$ cat src/sv/chained_hash_multimap_assert.svh
// Assertion macros shared by the hash multimap RTL.
// No dependencies.
`ifndef CHAINED_HASH_MULTIMAP_ASSERT_SVH
`define CHAINED_HASH_MULTIMAP_ASSERT_SVH
// Implication checked on every clock, off during reset.
`define CHM_ASSERT_IMP(lbl, a, c) \
    lbl: assert property (@(posedge i_clk) disable iff (!i_rst_n) (a) |-> (c)) \
        else $error("assertion failed");
// Next-cycle implication.
`define CHM_ASSERT_NXT(lbl, a, c) \
    lbl: assert property (@(posedge i_clk) disable iff (!i_rst_n) (a) |=> (c)) \
        else $error("assertion failed");
`endif

$ cat src/sv/chm_ram.sv
// Generic single-port-write, one-read RAM with registered read.
// No dependencies.
module chm_ram #(
    parameter int WIDTH = 8,
    parameter int DEPTH = 16
) (
    input  logic                     i_clk,
    input  logic                     i_we,
    input  logic [$clog2(DEPTH)-1:0] i_waddr,
    input  logic [WIDTH-1:0]         i_wdata,
    input  logic [$clog2(DEPTH)-1:0] i_raddr,
    output logic [WIDTH-1:0]         o_rdata
);
    logic [WIDTH-1:0] r_mem [DEPTH];
    always_ff @(posedge i_clk) begin
        if (i_we) begin
            r_mem[i_waddr] <= i_wdata;
        end
        o_rdata <= r_mem[i_raddr];
    end
endmodule

$ cat config.mk
export PLATFORM = sky130hd
export DESIGN_NAME = chm_ram
export DESIGN_NICKNAME = d
export VERILOG_FILES = /design/src/sv/chained_hash_multimap_assert.svh /design/src/sv/chm_ram.sv
export SDC_FILE = /design/constraint.sdc
export NUM_CORES = 1
export LEC_CHECK = 0
export BUFFER_PORTS_ARGS = -buffer_cell sky130_fd_sc_hd__clkbuf_2
export CAP_MARGIN = 20
export CORE_MARGIN = 3
export CORE_UTILIZATION = 50
export CTS_CLUSTER_SIZE = 40
export DETAILED_ROUTE_END_ITERATION = 6
export PLACE_DENSITY = 0.74
export SLEW_MARGIN = 25
export SYNTH_ARGS = -nofsm -noshare
export SYNTH_HDL_FRONTEND = slang
export SYNTH_SLANG_ARGS = --single-unit
$ cat constraint.sdc
create_clock -name i_clk -period 1.75 [get_ports i_clk]
set_input_delay 0.0875 -clock i_clk [delete_from_list [all_inputs] [get_ports i_clk]]
set_output_delay 0.0875 -clock i_clk [all_outputs]
set_load 0.01 [all_outputs]
After elaboration in Yosys (flattened, before gate mapping):

Memory sizes are Yosys's and may differ from the RTL's. A register that Yosys moved wholly into a read port is not among the register bits.
Cells that the tools add are included.

* mux-type cells: 2

Operators by type and width (number)
* $mux W1: 2

* bits in registers: 0
* bits in writable memories: 128
* input bits: 18
* output and inout bits: 8
* logic and storage cells: 3
* memories: 1

Memories
* r_mem: words 16, width 8, read ports 1, clocked after memory_dff 1, write ports 1, line chm_ram.sv:14 `logic [WIDTH-1:0] r_mem [DEPTH];`

Longest topological paths before layout:

Gate-level depths: netlist of run 1.

* depth after elaboration: 2
* depth in mapped cells: 5
* depth with buffers taken out: 3

Least setup slack after synthesis of run 1:

OpenSTA, ideal clock, no wires.

* kind: in2reg
* from: input i_waddr[2]
* to: memory r_mem[0][0] (enable)
* arrival: 1197 ps
* data required time: 1367 ps
* path slack: 170 ps
* cell stages on the path: 2
* path buffers: 0
* cell sequence: or3b_2 nor3_1

RTL lines
* start, declared: line chm_ram.sv:9 `input logic [$clog2(DEPTH)-1:0] i_waddr,`
* end, declared: line chm_ram.sv:14

Straight into the memory's write port.

==> results.cfg, run 1 <==
[synth]
synth-seq-cells = 136
yosysMostFrequentCell = edfxtp_1
synth_area_leaders = edfxtp_1, mux4_2, mux4_1
syn_inst = 229
synth_nets = 247
avgSynthCellArea_um2 = 22.5
synth_cell_types = 19
ys_async_sr_fraction = 0
synth_edf_count = 128
synth_area_leader_cell = edfxtp_1
yosys_warnings = 0
syn-cell-area_mm2 = 0.00515
seq_area_frac_synth = 0.778
synthFlopType = edfxtp_1
synth_common_cells = edfxtp_1, mux4_2, a22oi_1
synth_top_area_share = 0.747

[pwr]
p_per_area_mw_per_mm2 = 1190
p_leak_nw = 2.10
vdd_drop_max_uv = 681

[floorplanning]
fp-row-count = 36
core_mm2 = 0.00991
die_x_um = 107
die-area_mm2 = 0.0115
initial_core_util = 0.519
die_y_um = 107
ios = 26

[routing]
drt_first_pass_iters = 4
routed_wl_um = 9160
wl_per_cell_um = 21.2
num_vias = 2441
drc = 0
viasPerCell = 5.65
drtIter0Drc = 173
ant_nets = 0
wl_met3_um = 442
top_layer = met4
routed-wl-met2_um = 4640
routedLengthMet1_um = 4000

[clock_network]
cts-htree-levels = 4
worstSkewPairLatency_ps = 500
cts.path.max_buffers = 2
cts_tree = yes
root_buffer = clkbuf_8
cts_buffers = 17
clock-sinks = 136
cts.clk_slew.worst_paths_ps = 60

[placement]
dpl_cell_area_mm2 = 0.00553
port_buffers = 25
dpl.hpwl_um = 5950
place_congestion = 0.745

[finish]
fillers = 710
final_cell_area_mm2 = 0.00612
multi_input_area_mm2 = 0.00106
antenna_cells = 0
utilization = 0.618
syn2layout_area_growth_pct = 19.0
drive_gt1_frac = 0.314
fin_nets = 304
regArea_mm2 = 0.00400

[sta]
rsz0062_at_grt = no
slew_headroom = 0.729
period_minus_slack_ps = 1390
timing.fmax_ghz = 0.721
finClkSkew_ps = 8.37
setup_viol = 0
post-route-period-util = 0.792
finalMaxSlewViolations = 0
fin_setup_tns_ps = 0
worst_pin_slew_ps = 406
final-hold-violation-count = 0

[worst_setup_path]
cp.required_ps = 2130
path_max_fanout = 1
end_kind = flip-flop
cp.arrival_ps = 1770
start_kind = flip-flop
worstSetupPathType = flip-flop to flip-flop

[global_route]
track_usage = 0.178
grt-ovfl-total = 0
grt_pass1_wl_um = 14600
grt_pass1_vias = 2581
antenna_found_initial = 0
grt_max_degree = 33

[hold_path]
hp-class = primary input to flip-flop

[flow_run]
maxCapViolCount = 0

[outcome]
status = completed
logic make-up after synthesis:
logic type             count (synthesis)  synth area share
multiplexers                          32             0.150
AO/OA/AOI/OAI                         16            0.0233
flip-flops                           136             0.778
buffers and inverters                 10            0.0168
AND/OR/NAND/NOR                       35            0.0318
repair_timing:
| action | CTS | global route |
|---|---|---|
| hold buffers | 3 | 0 |
| endpoints found under the hold margin | 45 | 0 |
| setup buffers | 0 | 0 |
| gates resized for setup | 0 | 0 |
registers in the layout, indices dropped and copies added, names as in the netlist:
register / flops
r_mem: 128
o_rdata: 8
routing by layer:
layer | global-route usage | vias to the layer above
met3 | 0.0474 | 8
met1 | 0.251 | 1276
met4 | 0.0559 | 0
li1 | - | 1090
met5 | 0 | -
met2 | 0.274 | 67
power by group:
| group | internal [W] | leakage (nW) | switching [W] | total [W] |
|---|---|---|---|---|
| Sequential | 0.00364 | 1.22 | 0.0000252 | 0.00367 |
| Clock | 0.00203 | 0.270 | 0.00128 | 0.00331 |
| Combinational | 0.000152 | 0.602 | 0.000187 | 0.000339 |
| Total | 0.00582 | 2.10 | 0.00150 | 0.00732 |
path summary, 6_finish.rpt:
kind                             startpoint      endpoint  slack, ps  depth (start not counted)
worst max-delay path            r_mem[9][3]    o_rdata[3]        360                          3
worst min-delay path             i_wdata[1]  r_mem[10][1]         20                          1
worst max register to register  r_mem[9][3]    o_rdata[3]        360                          3
worst min register to register  r_mem[8][5]    o_rdata[5]        680                          3
stage by stage:
step           total power [W]  setup slack [ps]  cells  hold WS (ps)
2_1_floorplan          0.00392               170    229           186
3_3_place_gp           0.00406               251    397           476
3_5_place_dp           0.00407               210    397           480
4_1_cts                0.00740               355    432          7.59
5_1_grt                0.00759               321    432          28.5
6_report               0.00732               363    432          19.6
critical path: stages (launching register included):
cell and delay, ps:
edfxtp_1 400, mux4_1 540, a22oi_1 240, nand2_1 80
layout by cell type, fill, tap and decap left out:
| cell | Yosys | final |
|---|---|---|
| and2_1 | 1 | 1 |
| clkbuf_8 | 0 | 1 |
| bufinv_16 | 0 | 2 |
| nand3_1 | 1 | 1 |
| and2b_1 | 1 | 1 |
| a22oi_1 | 16 | 16 |
| nand3b_1 | 2 | 2 |
| buf_12 | 0 | 2 |
| clkinvlp_4 | 0 | 3 |
| mux4_2 | 18 | 18 |
| clkbuf_16 | 0 | 16 |
| nor3_1 | 4 | 4 |
| dfxtp_1 | 8 | 8 |
| nand2_1 | 9 | 9 |
| dlygate4sd3_1 | 0 | 3 |
| buf_4 | 1 | 18 |
| nor2b_1 | 1 | 1 |
| clkinv_4 | 0 | 3 |
| mux4_1 | 14 | 14 |
| or3b_2 | 1 | 1 |
| inv_6 | 0 | 3 |
| clkinv_2 | 0 | 2 |
| nand2b_1 | 2 | 2 |
| clkinv_1 | 0 | 2 |
| clkbuf_2 | 0 | 25 |
| edfxtp_1 | 128 | 128 |
| nor2_1 | 13 | 13 |
cell type report:
| cell class | instances | share of cell area |
|---|---|---|
| flip-flops and latches | 136 | 0.654 |
| repair buffers | 48 | 0.0539 |
| clock buffers | 17 | 0.0676 |
| clock inverters | 15 | 0.0249 |
| well taps | 133 | 0.0272 |
| multi-input cells | 83 | 0.173 |
No activity file was read; power rests on OpenSTA's default activity.
==> run 2, diff against run 1 <==
- ABC_AREA: not set -> 1
- PLACE_DENSITY: 0.74 -> 0.77
- clock period: 1.75 -> 1.22 ns (I/O delays scaled with it)
==> results.cfg, run 2 <==
[finish]
drive_gt1_frac = 0.130
instances_no_fill = 747
largest_register = r_mem
mostFrequentLayoutCells = nand2_1, edfxtp_1, inv_1, nand3_1, clkbuf_2
top_regs = r_mem: 128 flops, o_rdata: 8 flops
syn2layout_area_growth_pct = 16.7
fin_nets = 613
final_common_cell = nand2_1
utilization = 0.610
antenna_cells = 0
largest_reg_flops = 128

[routing]
viasPerCell = 5.25
drtIter0Drc = 361
drc = 0
ant_nets = 0
wl_per_cell_um = 17.2
drt_first_pass_iters = 5
num_vias = 3920
routed_wl_um = 12900

[worst_setup_path]
cp.required_ps = 1500
worstSetupPathType = flip-flop to flip-flop
start_kind = flip-flop
reg2reg_from = r_mem[2][7]
r2r-end = o_rdata[7]
r2r_cells = 6
r2r_slack_ps = 130
path_max_fanout = 1
cp.arrival_ps = 1370
end_kind = flip-flop

[pwr]
intPower_w = 0.00863
p_comb_frac = 0.061
clock_power_share = 0.460
p_per_area_mw_per_mm2 = 1630
p_leak_nw = 2.94
seqPwrFrac = 0.479
switching_power_w = 0.00234
swShare = 0.214
vdd_drop_max_uv = 1340

[synth]
synth_cell_types = 12
synth_area_leader_cell = edfxtp_1
seq_area_frac_synth = 0.694
synth_top_family_by_area = simple AND/OR/NAND/NOR gates
muxShareOfSynthArea = 0
ys_async_sr_fraction = 0
yosys.area_share.simple = 0.210
yosysMostFrequentCell = nand2_1
synthAdderAreaFrac = 0
synth_nets = 569
synth_compound_area_frac = 0
synth_common_cells = nand2_1, edfxtp_1, inv_1
yosys_warnings = 0
avgSynthCellArea_um2 = 10.5
synth_edf_count = 128
synth_area_leaders = edfxtp_1, nand2_1, nand3_1
synth_top_area_share = 0.667
syn-cell-area_mm2 = 0.00577
synth-seq-cells = 136
synthFlopType = edfxtp_1
syn_inst = 551
synth-xor-area-share = 0

[clock_network]
holdBufCountCts = 0
cts_tree = yes
worstSkewPairLatency_ps = 400
cts-htree-levels = 4
clock-sinks = 136
cts_resized = 0
cts.path.max_buffers = 2
root_buffer = clkbuf_16
cts.clk_slew.worst_paths_ps = 60
cts_buffers = 17
post_cts_buffers = 0

[floorplanning]
core_mm2 = 0.0110
initial_core_util = 0.523
die_y_um = 113
die-area_mm2 = 0.0129
ios = 26
fp-row-count = 38
die_x_um = 113

[sta]
finalWorstSetupSlack_ps = 134
final-hold-violation-count = 0
fin_setup_tns_ps = 0
setup_viol = 0
timing.fmax_ghz = 0.920
rsz0062_at_grt = no
post-route-period-util = 0.891
period_minus_slack_ps = 1090
worst_pin_slew_ps = 424
whs_ps = 50.5
finClkSkew_ps = 7.62
finalMaxSlewViolations = 0
slew_headroom = 0.718

[outcome]
status = completed

[placement]
dpl.hpwl_um = 7460
place_congestion = 0.894
pre_cts_ws_ps = 52.2
port_buffers = 25
placedCellCount = 716

[hold_path]
worstHoldEndpoint = o_rdata[4]
min_from = i_raddr[2]
worstHoldPathCells = 4
hp-class = primary input to flip-flop

[global_route]
grt_pass1_vias = 3811
antenna_found_initial = 0
grt_pass1_wl_um = 20500
grt_max_degree = 65
track_usage = 0.213
grt-ovfl-total = 0

[flow_run]
maxCapViolCount = 0
## run 2: cell types whose count changed after synthesis, moves of 3 or more
| cell | change |
|---|---|
| nand2_1 | +164 |
| inv_1 | +100 |
| nand3_1 | +96 |
| mux4_2 | -18 |
| a22oi_1 | -16 |
| mux4_1 | -14 |
| buf_2 | +10 |
| nor2_1 | +4 |
| nor3_1 | -4 |
| buf_4 | +3 |
| buf_6 | +3 |
| clkdlybuf4s25_2 | -3 |
## run 2: worst max-delay path by stage
stage / from / to / slack [ps] / cells past startpoint
floorplan: i_waddr[2] / r_mem[10][0] / 210 / 2
global placement: i_raddr[0] / o_rdata[3] / 100 / 7
detailed placement: i_raddr[0] / o_rdata[7] / 50 / 7
CTS: r_mem[3][7] / o_rdata[7] / 140 / 6
global route: r_mem[2][7] / o_rdata[7] / 60 / 6
finish: r_mem[2][7] / o_rdata[7] / 130 / 6
## run 2: logic make-up (layout without fill, tap and decap cells)
logic type,count (synthesis),in the layout
buf+inv,126,182
flops,136,136
simple gates,289,289
## run 2: layer usage
metal  vias to the layer above  wire, um  global-route usage
li1                       1864         -                   -
met1                      1885      5320               0.286
met2                       156      6420               0.350
met3                        15       924              0.0440
met4                         0       195              0.0753
met5                         -         0                   0
## run 2: worst max-delay path, stage by stage, from the launching register on
cell      delay [ps]
edfxtp_1         370
inv_1             80
nand2_1           60
nand3_1           90
nand3_1          100
nand3_1          190
nand2_1           80
## run 2: area by class of cell
class | count | area [um2]
Fill cell | 859 | 4300
Sequential cell | 136 | 4000
Multi-Input combinational cell | 289 | 1210
Clock buffer | 19 | 433
Inverter | 102 | 383
Timing Repair Buffer | 49 | 368
Tap cell | 140 | 175
Clock inverter | 12 | 153
## run 2: power by group through the flow
stage,clock network [W],logic [W],registers [W]
2_1_floorplan,0,0.000369,0.00536
3_3_place_gp,0,0.000651,0.00535
3_5_place_dp,0,0.000664,0.00535
4_1_cts,0.00509,0.000672,0.00526
5_1_grt,0.00533,0.000742,0.00526
6_report,0.00505,0.000670,0.00526
## run 2: stage by stage
stage	total power, W	cell area, um2
global route	0.0113	6730
CTS	0.0110	6730
global placement	0.00600	6140
detailed placement	0.00602	6140
floorplan	0.00573	5770
finish	0.0110	6730
